===== config.mk =====
export PLATFORM = sky130hd
export DESIGN_NAME = power_sample_statistics_core_flat
export DESIGN_NICKNAME = d
export VERILOG_FILES = /design/src/hdl/psstat_pkg.sv /design/src/hdl/psstat_in_if.sv /design/src/hdl/psstat_out_if.sv /design/src/hdl/power_sample_statistics_core.sv /design/src/hdl/psstat_div.sv /design/src/hdl/psstat_acc.sv /design/src/flat_wrapper.sv
export SDC_FILE = /design/constraint.sdc
export NUM_CORES = 2
export LEC_CHECK = 0
export BUFFER_PORTS_ARGS = -buffer_cell sky130_fd_sc_hd__buf_2
export CAP_MARGIN = 20
export CORE_ASPECT_RATIO = 1.75
export CORE_MARGIN = 2
export CORE_UTILIZATION = 64
export DETAILED_ROUTE_END_ITERATION = 10
export PLACE_DENSITY_LB_ADDON = 0.15
export REMOVE_ABC_BUFFERS = 1
export SLEW_MARGIN = 15
export SYNTH_ARGS = -nofsm -noshare
export SYNTH_HDL_FRONTEND = slang
export SYNTH_SLANG_ARGS = --single-unit

===== constraint.sdc =====
create_clock -name clk -period 28.9 [get_ports clk]
set_input_delay 2.89 -clock clk [delete_from_list [all_inputs] [get_ports clk]]
set_output_delay 2.89 -clock clk [all_outputs]
set_load 0.1 [all_outputs]

===== src/hdl/psstat_pkg.sv =====
package psstat_pkg;

  localparam int VAL_W  = 32;
  localparam int FRAC_W = 16;
  localparam int DIV_W  = 48;

  localparam logic signed [VAL_W-1:0] S32_MAX = 32'sh7fff_ffff;
  localparam logic signed [VAL_W-1:0] S32_MIN = 32'sh8000_0000;

  typedef struct packed {
    logic fold;
    logic clear;
  } acc_ctrl_t;

  typedef struct packed {
    logic             start;
    logic [DIV_W-1:0] dividend;
    logic [VAL_W-1:0] divisor;
  } div_ctrl_t;

  typedef struct packed {
    logic busy;
    logic done;
  } div_stat_t;

endpackage


===== src/hdl/psstat_in_if.sv =====
interface psstat_in_if;
  logic        valid;
  logic        ready;
  logic [31:0] resistance;
  logic signed [31:0] voltage;
  logic        last_sample;

  modport source (output valid, resistance, voltage, last_sample, input ready);
  modport sink   (input valid, resistance, voltage, last_sample, output ready);
endinterface


===== src/hdl/psstat_out_if.sv =====
interface psstat_out_if #(
  parameter int CNT_W = 11
);
  logic              valid;
  logic              ready;
  logic signed [31:0] volt_min;
  logic signed [31:0] volt_max;
  logic signed [31:0] volt_avg;
  logic signed [31:0] amp_min;
  logic signed [31:0] amp_max;
  logic signed [31:0] amp_avg;
  logic signed [31:0] watt_min;
  logic signed [31:0] watt_max;
  logic signed [31:0] watt_avg;
  logic [CNT_W-1:0]  sample_total;

  modport source (
    output valid, volt_min, volt_max, volt_avg, amp_min, amp_max, amp_avg,
           watt_min, watt_max, watt_avg, sample_total,
    input  ready
  );
  modport sink (
    input  valid, volt_min, volt_max, volt_avg, amp_min, amp_max, amp_avg,
           watt_min, watt_max, watt_avg, sample_total,
    output ready
  );
endinterface


===== src/hdl/power_sample_statistics_core.sv =====
// Running min / max / mean of voltage, current and power.
// sample channel: resistance (unsigned Q16.16), voltage (signed Q16.16) and
//   last_sample. Current = V/R and power = V*I are derived per transaction,
//   each saturated to signed 32 bits.
// result channel: min, max and truncated average of each quantity plus the
//   sample count, one transaction per finished set (last_sample, or the
//   MAX_SAMPLES-th sample of a set).
// Flow: a sample with nonzero resistance waits for a current division before
//   ready returns, zero resistance needs no divide; the divider is
//   a 48-step radix-2 unit shared by the current quotient and the averages.
//   A closing sample adds three averaging divisions and then loads the
//   result register.
// Reset clears the statistics, the count and result valid.
// The result is held in an output register: new samples are taken while it
//   waits, and a later set only stalls in its final load if the receiver has
//   not yet taken the previous result.
module power_sample_statistics_core
  import psstat_pkg::*;
#(
  parameter int MAX_SAMPLES = 1024
) (
  input  logic  clk,
  input  logic  rst,
  psstat_in_if.sink    sample,
  psstat_out_if.source result
);

  localparam int CNT_W = $clog2(MAX_SAMPLES + 1);
  localparam int SUM_W = VAL_W + $clog2(MAX_SAMPLES);

  localparam logic [1:0] AVG_V = 2'd0;
  localparam logic [1:0] AVG_I = 2'd1;
  localparam logic [1:0] AVG_W = 2'd2;

  typedef enum logic [2:0] {
    S_IDLE, S_CUR, S_MUL, S_PWR, S_FOLDP, S_AVG, S_AVGW, S_EMIT
  } state_t;

  state_t state;

  logic [VAL_W-1:0]        r_q;
  logic signed [VAL_W-1:0] v_q;
  logic                    last_q;
  logic signed [VAL_W-1:0] amp_q;
  logic signed [VAL_W-1:0] watt_q;
  logic signed [2*VAL_W-1:0] prod_q;
  logic signed [VAL_W-1:0] avg_q [3];
  logic [1:0]              avg_sel;
  logic [CNT_W-1:0]        count;

  acc_ctrl_t   acc_v_ctrl, acc_i_ctrl, acc_w_ctrl;
  div_ctrl_t   div_ctrl;
  div_stat_t   div_stat;
  logic [DIV_W-1:0] quotient;

  logic signed [VAL_W-1:0] lo_v, hi_v, lo_i, hi_i, lo_w, hi_w;
  logic signed [SUM_W-1:0] sum_v, sum_i, sum_w;

  logic                    first;
  logic                    accept;
  logic                    emit_go;
  logic [CNT_W-1:0]        cnt_inc;
  logic [VAL_W-1:0]        v_mag;
  logic signed [SUM_W-1:0] sum_sel;
  logic [SUM_W-1:0]        sum_mag;
  logic                    q_big;
  logic signed [VAL_W-1:0] amp_div;
  logic signed [VAL_W-1:0] amp_zero;
  logic signed [2*VAL_W-1:0] prod_adj;
  logic signed [2*VAL_W-1:0] prod_shr;
  logic                    prod_fits;
  logic signed [VAL_W-1:0] watt_sat;
  logic signed [VAL_W-1:0] avg_val;

  assign sample.ready = (state == S_IDLE);
  assign accept       = sample.valid && sample.ready;
  assign emit_go      = !result.valid || result.ready;
  assign first        = (count == '0);
  assign cnt_inc      = count + 1'b1;

  always_comb begin
    v_mag = sample.voltage[VAL_W-1] ? VAL_W'(-sample.voltage) : sample.voltage;

    unique case (avg_sel)
      AVG_V:   sum_sel = sum_v;
      AVG_I:   sum_sel = sum_i;
      default: sum_sel = sum_w;
    endcase
    sum_mag = sum_sel[SUM_W-1] ? SUM_W'(-sum_sel) : sum_sel;

    div_ctrl.start    = 1'b0;
    div_ctrl.dividend = {v_mag, {FRAC_W{1'b0}}};
    div_ctrl.divisor  = sample.resistance;
    if (state == S_IDLE) begin
      div_ctrl.start = accept && (sample.resistance != '0);
    end else if (state == S_AVG) begin
      div_ctrl.start    = 1'b1;
      div_ctrl.dividend = DIV_W'(sum_mag);
      div_ctrl.divisor  = VAL_W'(count);
    end

    q_big    = |quotient[DIV_W-1:VAL_W-1];
    if (v_q[VAL_W-1]) begin
      amp_div = q_big ? S32_MIN : -$signed(quotient[VAL_W-1:0]);
    end else begin
      amp_div = q_big ? S32_MAX : $signed(quotient[VAL_W-1:0]);
    end
    amp_zero = (v_q > 0) ? S32_MAX : (v_q < 0) ? S32_MIN : '0;

    // divide by 2^16 toward zero, then saturate
    prod_adj  = prod_q + (prod_q[2*VAL_W-1] ? 64'sd65535 : 64'sd0);
    prod_shr  = prod_adj >>> FRAC_W;
    prod_fits = (&prod_shr[2*VAL_W-1:VAL_W-1]) || !(|prod_shr[2*VAL_W-1:VAL_W-1]);
    watt_sat  = prod_fits ? prod_shr[VAL_W-1:0]
              : (prod_shr[2*VAL_W-1] ? S32_MIN : S32_MAX);

    avg_val = sum_sel[SUM_W-1] ? -$signed(quotient[VAL_W-1:0])
                               : $signed(quotient[VAL_W-1:0]);

    acc_v_ctrl.fold  = accept;
    acc_i_ctrl.fold  = (state == S_MUL);
    acc_w_ctrl.fold  = (state == S_FOLDP);
    acc_v_ctrl.clear = (state == S_EMIT) && emit_go;
    acc_i_ctrl.clear = acc_v_ctrl.clear;
    acc_w_ctrl.clear = acc_v_ctrl.clear;
  end

  psstat_div u_div (
    .clk      (clk),
    .rst      (rst),
    .ctrl     (div_ctrl),
    .stat     (div_stat),
    .quotient (quotient)
  );

  psstat_acc #(.SUM_W(SUM_W)) u_acc_v (
    .clk(clk), .rst(rst), .ctrl(acc_v_ctrl), .first(first), .x(sample.voltage),
    .lo(lo_v), .hi(hi_v), .sum(sum_v)
  );

  psstat_acc #(.SUM_W(SUM_W)) u_acc_i (
    .clk(clk), .rst(rst), .ctrl(acc_i_ctrl), .first(first), .x(amp_q),
    .lo(lo_i), .hi(hi_i), .sum(sum_i)
  );

  psstat_acc #(.SUM_W(SUM_W)) u_acc_w (
    .clk(clk), .rst(rst), .ctrl(acc_w_ctrl), .first(first), .x(watt_q),
    .lo(lo_w), .hi(hi_w), .sum(sum_w)
  );

  always_ff @(posedge clk) begin
    if (rst) begin
      state        <= S_IDLE;
      count        <= '0;
      avg_sel      <= AVG_V;
      result.valid <= 1'b0;
    end else begin
      if (result.valid && result.ready && state != S_EMIT) result.valid <= 1'b0;

      unique case (state)
        S_IDLE: begin
          if (accept) begin
            r_q    <= sample.resistance;
            v_q    <= sample.voltage;
            last_q <= sample.last_sample;
            state  <= S_CUR;
          end
        end
        S_CUR: begin
          if (r_q == '0) begin
            amp_q <= amp_zero;
            state <= S_MUL;
          end else if (div_stat.done) begin
            amp_q <= amp_div;
            state <= S_MUL;
          end
        end
        S_MUL: begin
          prod_q <= v_q * amp_q;
          state  <= S_PWR;
        end
        S_PWR: begin
          watt_q <= watt_sat;
          state  <= S_FOLDP;
        end
        S_FOLDP: begin
          count <= cnt_inc;
          if (last_q || cnt_inc == CNT_W'(MAX_SAMPLES)) begin
            avg_sel <= AVG_V;
            state   <= S_AVG;
          end else begin
            state <= S_IDLE;
          end
        end
        S_AVG: begin
          state <= S_AVGW;
        end
        S_AVGW: begin
          if (div_stat.done) begin
            avg_q[avg_sel] <= avg_val;
            if (avg_sel == AVG_W) begin
              state <= S_EMIT;
            end else begin
              avg_sel <= avg_sel + 1'b1;
              state   <= S_AVG;
            end
          end
        end
        S_EMIT: begin
          if (emit_go) begin
            result.valid        <= 1'b1;
            result.volt_min     <= lo_v;
            result.volt_max     <= hi_v;
            result.volt_avg     <= avg_q[AVG_V];
            result.amp_min      <= lo_i;
            result.amp_max      <= hi_i;
            result.amp_avg      <= avg_q[AVG_I];
            result.watt_min     <= lo_w;
            result.watt_max     <= hi_w;
            result.watt_avg     <= avg_q[AVG_W];
            result.sample_total <= count;
            count               <= '0;
            state               <= S_IDLE;
          end
        end
      endcase
    end
  end

`ifndef NO_ASSERTIONS
  a_div_start_idle: assert property (@(posedge clk) disable iff (rst)
    div_ctrl.start |-> !div_stat.busy)
    else $error("divider started while busy");

  a_div_done_waited: assert property (@(posedge clk) disable iff (rst)
    div_stat.done |-> (state == S_CUR || state == S_AVGW))
    else $error("divider result not consumed");

  a_count_bound: assert property (@(posedge clk) disable iff (rst)
    count <= CNT_W'(MAX_SAMPLES))
    else $error("sample count exceeds set size");

  a_emit_clears: assert property (@(posedge clk) disable iff (rst)
    (state == S_EMIT && emit_go) |=> (count == '0 && result.valid && sum_v == '0))
    else $error("result load did not clear statistics");
`endif

endmodule


===== src/hdl/psstat_div.sv =====
module psstat_div
  import psstat_pkg::*;
(
  input  logic             clk,
  input  logic             rst,
  input  div_ctrl_t        ctrl,
  output div_stat_t        stat,
  output logic [DIV_W-1:0] quotient
);

  localparam int STEP_W = $clog2(DIV_W + 1);

  logic              busy;
  logic              done;
  logic [STEP_W-1:0] steps;
  logic [VAL_W-1:0]  rem;
  logic [DIV_W-1:0]  dvd;
  logic [VAL_W-1:0]  dvs;

  logic [VAL_W:0]    sh;
  logic              ge;
  logic [VAL_W-1:0]  rem_next;

  // restoring division, one quotient bit per cycle
  always_comb begin
    sh       = {rem, dvd[DIV_W-1]};
    ge       = sh >= {1'b0, dvs};
    rem_next = ge ? VAL_W'(sh - {1'b0, dvs}) : sh[VAL_W-1:0];
  end

  always_ff @(posedge clk) begin
    if (rst) begin
      busy  <= 1'b0;
      done  <= 1'b0;
      steps <= '0;
    end else begin
      done <= 1'b0;
      if (busy) begin
        rem   <= rem_next;
        dvd   <= {dvd[DIV_W-2:0], ge};
        steps <= steps - 1'b1;
        if (steps == STEP_W'(1)) begin
          busy <= 1'b0;
          done <= 1'b1;
        end
      end else if (ctrl.start) begin
        busy  <= 1'b1;
        rem   <= '0;
        dvd   <= ctrl.dividend;
        dvs   <= ctrl.divisor;
        steps <= STEP_W'(DIV_W);
      end
    end
  end

  assign stat.busy = busy;
  assign stat.done = done;
  assign quotient  = dvd;

endmodule


===== src/hdl/psstat_acc.sv =====
module psstat_acc
  import psstat_pkg::*;
#(
  parameter int SUM_W = 42
) (
  input  logic                    clk,
  input  logic                    rst,
  input  acc_ctrl_t               ctrl,
  input  logic                    first,
  input  logic signed [VAL_W-1:0] x,
  output logic signed [VAL_W-1:0] lo,
  output logic signed [VAL_W-1:0] hi,
  output logic signed [SUM_W-1:0] sum
);

  always_ff @(posedge clk) begin
    if (rst || ctrl.clear) begin
      lo  <= '0;
      hi  <= '0;
      sum <= '0;
    end else if (ctrl.fold) begin
      if (first || x < lo) lo <= x;
      if (first || x > hi) hi <= x;
      sum <= sum + SUM_W'(x);
    end
  end

endmodule

===== src/flat_wrapper.sv =====
// flat-port wrapper written by rule: the top's interface ports become plain ports
module power_sample_statistics_core_flat import psstat_pkg::*;
#(
  parameter int MAX_SAMPLES = 1024
)
  (clk, rst, sample_valid, sample_resistance, sample_voltage, sample_last_sample, sample_ready, result_valid, result_volt_min, result_volt_max, result_volt_avg, result_amp_min, result_amp_max, result_amp_avg, result_watt_min, result_watt_max, result_watt_avg, result_sample_total, result_ready);
  psstat_in_if sample_i ();
  psstat_out_if result_i ();
  input  logic clk;
  input  logic rst;
  input wire logic [$bits(sample_i.valid)-1:0] sample_valid;
  input wire logic [$bits(sample_i.resistance)-1:0] sample_resistance;
  input wire logic [$bits(sample_i.voltage)-1:0] sample_voltage;
  input wire logic [$bits(sample_i.last_sample)-1:0] sample_last_sample;
  output wire logic [$bits(sample_i.ready)-1:0] sample_ready;
  output wire logic [$bits(result_i.valid)-1:0] result_valid;
  output wire logic [$bits(result_i.volt_min)-1:0] result_volt_min;
  output wire logic [$bits(result_i.volt_max)-1:0] result_volt_max;
  output wire logic [$bits(result_i.volt_avg)-1:0] result_volt_avg;
  output wire logic [$bits(result_i.amp_min)-1:0] result_amp_min;
  output wire logic [$bits(result_i.amp_max)-1:0] result_amp_max;
  output wire logic [$bits(result_i.amp_avg)-1:0] result_amp_avg;
  output wire logic [$bits(result_i.watt_min)-1:0] result_watt_min;
  output wire logic [$bits(result_i.watt_max)-1:0] result_watt_max;
  output wire logic [$bits(result_i.watt_avg)-1:0] result_watt_avg;
  output wire logic [$bits(result_i.sample_total)-1:0] result_sample_total;
  input wire logic [$bits(result_i.ready)-1:0] result_ready;
  assign sample_i.valid = sample_valid;
  assign sample_i.resistance = sample_resistance;
  assign sample_i.voltage = sample_voltage;
  assign sample_i.last_sample = sample_last_sample;
  assign sample_ready = sample_i.ready;
  assign result_valid = result_i.valid;
  assign result_volt_min = result_i.volt_min;
  assign result_volt_max = result_i.volt_max;
  assign result_volt_avg = result_i.volt_avg;
  assign result_amp_min = result_i.amp_min;
  assign result_amp_max = result_i.amp_max;
  assign result_amp_avg = result_i.amp_avg;
  assign result_watt_min = result_i.watt_min;
  assign result_watt_max = result_i.watt_max;
  assign result_watt_avg = result_i.watt_avg;
  assign result_sample_total = result_i.sample_total;
  assign result_i.ready = result_ready;
  power_sample_statistics_core #(.MAX_SAMPLES(MAX_SAMPLES)) u_core (.clk(clk), .rst(rst), .sample(sample_i), .result(result_i));
endmodule

==> results_dict.tcl <==
set metrics [dict create \
    status "finished, final reports clean" \
    grt_max_degree 112 \
    cts.sinks 1043 \
    crit_path_end_kind "register" \
    post-synth-top-area-cell "fa_1" \
    crit_buf_inv 6 \
    ant_nets 0 \
    syn_to_final_growth_pct 8.00 \
    timing.setup.tns_ns 0 \
    cts_made_buffers 95 \
    synthTopCellsByCount "inv_1, fa_1, nand2_1, edfxtp_1, ha_1" \
    synth-seq-cells 1043 \
    nets 10700 \
    nFillCells 10600 \
    portBuffers 369 \
    cp_top_family "adder cells" \
    grt-ovfl-total 0 \
    cts-root-buf "clkbuf_16" \
    htreeDepth 3 \
    cts_max_path_buffers 3 \
    critical_path_class "register to register" \
    finalCritPeriodShare_pct 35.9 \
    dieArea_mm2 0.142 \
    dp_cells 10700 \
    grt_pass1_wl_um 428000 \
    hp-class "register to register" \
    route.detailed.drc 0 \
    syn-cell-area_mm2 0.0887 \
    grtUsageTotal_pct 41.2 \
    crit_top_cell "fa_1" \
    rows 180 \
    synth_cell_types 90 \
    cts_tree "done" \
    synthTopCellsByArea "fa_1, edfxtp_1, ha_1, dfxtp_1, inv_1" \
    finalHoldViolations 0 \
    worstSkewPairLatency_ns 0.76 \
    cp-start-kind "register" \
    wl_per_cell_um 26.5 \
    place_congestion 1.04 \
    postCtsSetupRepairBufs 0 \
    fin_cells 10900 \
    fmax_ghz 0.0963 \
    synth_ff_type "edfxtp_1" \
    cts_hold_buf 0 \
    slew_violations 0 \
    synth_edf_count 700 \
    pin_count 370 \
    core_area_mm2 0.138 \
    rsz0062_at_grt "no" \
    die_h_um 496 \
    timing.hold.ws_ns 0.394 \
    setup_ws_ns 18.52 \
    cp.arrival_ns 10.82 \
    cts_resized 0 \
    finalWirelength_um 290000 \
    drive_gt1_share_pct 7.95 \
    cp_max_fo 30 \
    antenna_found_initial 24 \
    grt_pass1_vias 71000 \
    pre_cts_ws_ns 19.02 \
    ys_seq_area_share_pct 31.4 \
    cpPeakStageDelay_ns 1.03 \
    worstMarginPinSlew_ns 1.11 \
    required_ns 29.34 \
    cap_violations 0 \
    chipWidth_um 285 \
    critPathSlowestCell "edfxtp_1" \
    synthCells 8864 \
    synth_top_area_share_pct 24.5 \
    drt_iter0_drc 5574 \
    fin_crit_ns 10.38 \
    fin_skew_ns 0.0795 \
    yosysWarningCount 0 \
    yosysMostFrequentCell "inv_1" \
    dr.pass1.iters 6 \
    vias_per_cell 6.29 \
    num_vias 68800 \
    dp_hpwl_um 209000 \
    finalSetupViolCount 0 \
    path_clk_slew_ns 0.07 \
    syn_avg_cell_area_um2 10.0 \
    initial_core_util_pct 64.5 \
    async_flop_share_pct 0 \
    max-slew-margin-rel_pct 25.5 \
]
-- per-stage QoR --
stage / instance area, µm² / utilization [%]
after global placement: 92300 / 67.0
after detailed placement: 92300 / 67.0
after floorplan: 87000 / -
after global routing: 95800 / 69.6
final: 95800 / 69.6
after CTS: 95700 / 69.5
-- placed cells by master (no fill, tap or decap), types with 14 or more instances in the layout --
cell,count
o21a_1,49
and2_1,546
xnor2_1,193
nand4_1,75
clkbuf_16,97
o21bai_1,39
nand3_1,224
buf_4,120
o31ai_1,62
o211ai_1,22
a211o_1,14
xor2_1,118
or3_1,16
a21oi_1,485
inv_1,1246
buf_2,369
o22a_1,28
edfxtp_1,700
a31oi_1,37
fa_1,1086
and3_1,59
nand2_1,938
nor2_1,406
a21o_1,194
dfxtp_1,342
nor3_1,67
mux2i_1,86
or2_2,15
nor2b_1,57
o21ai_0,318
or4_1,14
a22o_1,51
ha_1,553
bufinv_16,14
nor3b_1,26
nor4_1,47
a211oi_1,64
nand2b_1,44
-- final cells by class --
class / instances / area [µm²] / share of cell area [%]
Antenna cell: 12 / 30.0 / 0.0314
Clock buffer: 110 / 2500 / 2.61
Clock inverter: 68 / 917 / 0.958
Inverter: 1249 / 4690 / 4.89
Multi-Input combinational cell: 6137 / 54700 / 57.1
Sequential cell: 1043 / 27900 / 29.1
Tap cell: 1820 / 2280 / 2.38
Timing Repair Buffer: 492 / 2810 / 2.93
-- path summary, 6_finish.rpt --
path,start,end,slack (ns),cells past startpoint
max reg2reg,u_core.v_q[31],u_core.prod_q[56],18.52,25
max,u_core.v_q[31],u_core.prod_q[56],18.52,25
min reg2reg,u_core.u_acc_w.lo[12],u_core.result.watt_min[12],0.39,0
min,u_core.u_acc_w.lo[12],u_core.result.watt_min[12],0.39,0
-- sequential cells by signal (all words and copies together), names as in the netlist, 42 cells and up --
register	flops
u_core.u_acc_v.sum	42
u_core.u_acc_i.sum	42
u_core.u_div.quotient	48
u_core.u_acc_w.sum	42
u_core.avg_q	96
u_core.prod_q	64
-- logic make-up (layout without fill, tap and decap cells) --
logic type / after synthesis / after routing / share of synthesized area [%]
compound gates: 1507 / 1507 / 10.8
flops: 1043 / 1043 / 31.4
simple gates: 2593 / 2593 / 14.3
mux: 87 / 87 / 0.983
other cells: 0 / 12 / 0
fa+ha+maj: 1639 / 1639 / 32.3
xor+xnor: 311 / 311 / 3.07
buf+inv: 1684 / 1919 / 7.14
-- worst reg2reg max path: cells and delay by family (launching register included) --
family	cells	cell delay, ns
flops	1	1.03
fa+ha+maj	9	5.17
simple gates	5	0.90
buf+inv	6	2.01
compound gates	4	0.86
xor+xnor	1	0.13
-- metal layers --
metal / vias up / GRT usage (%) / wire (µm)
met5: - / 0.169 / 133
met4: 24 / 43.4 / 38400
met3: 1631 / 9.98 / 25700
met2: 3554 / 69.2 / 141000
met1: 34000 / 40.0 / 84500
li1: 29600 / - / -
Power is not shown: default switching activity piles up to over one toggle a cycle in this logic, so the estimate is an artifact.
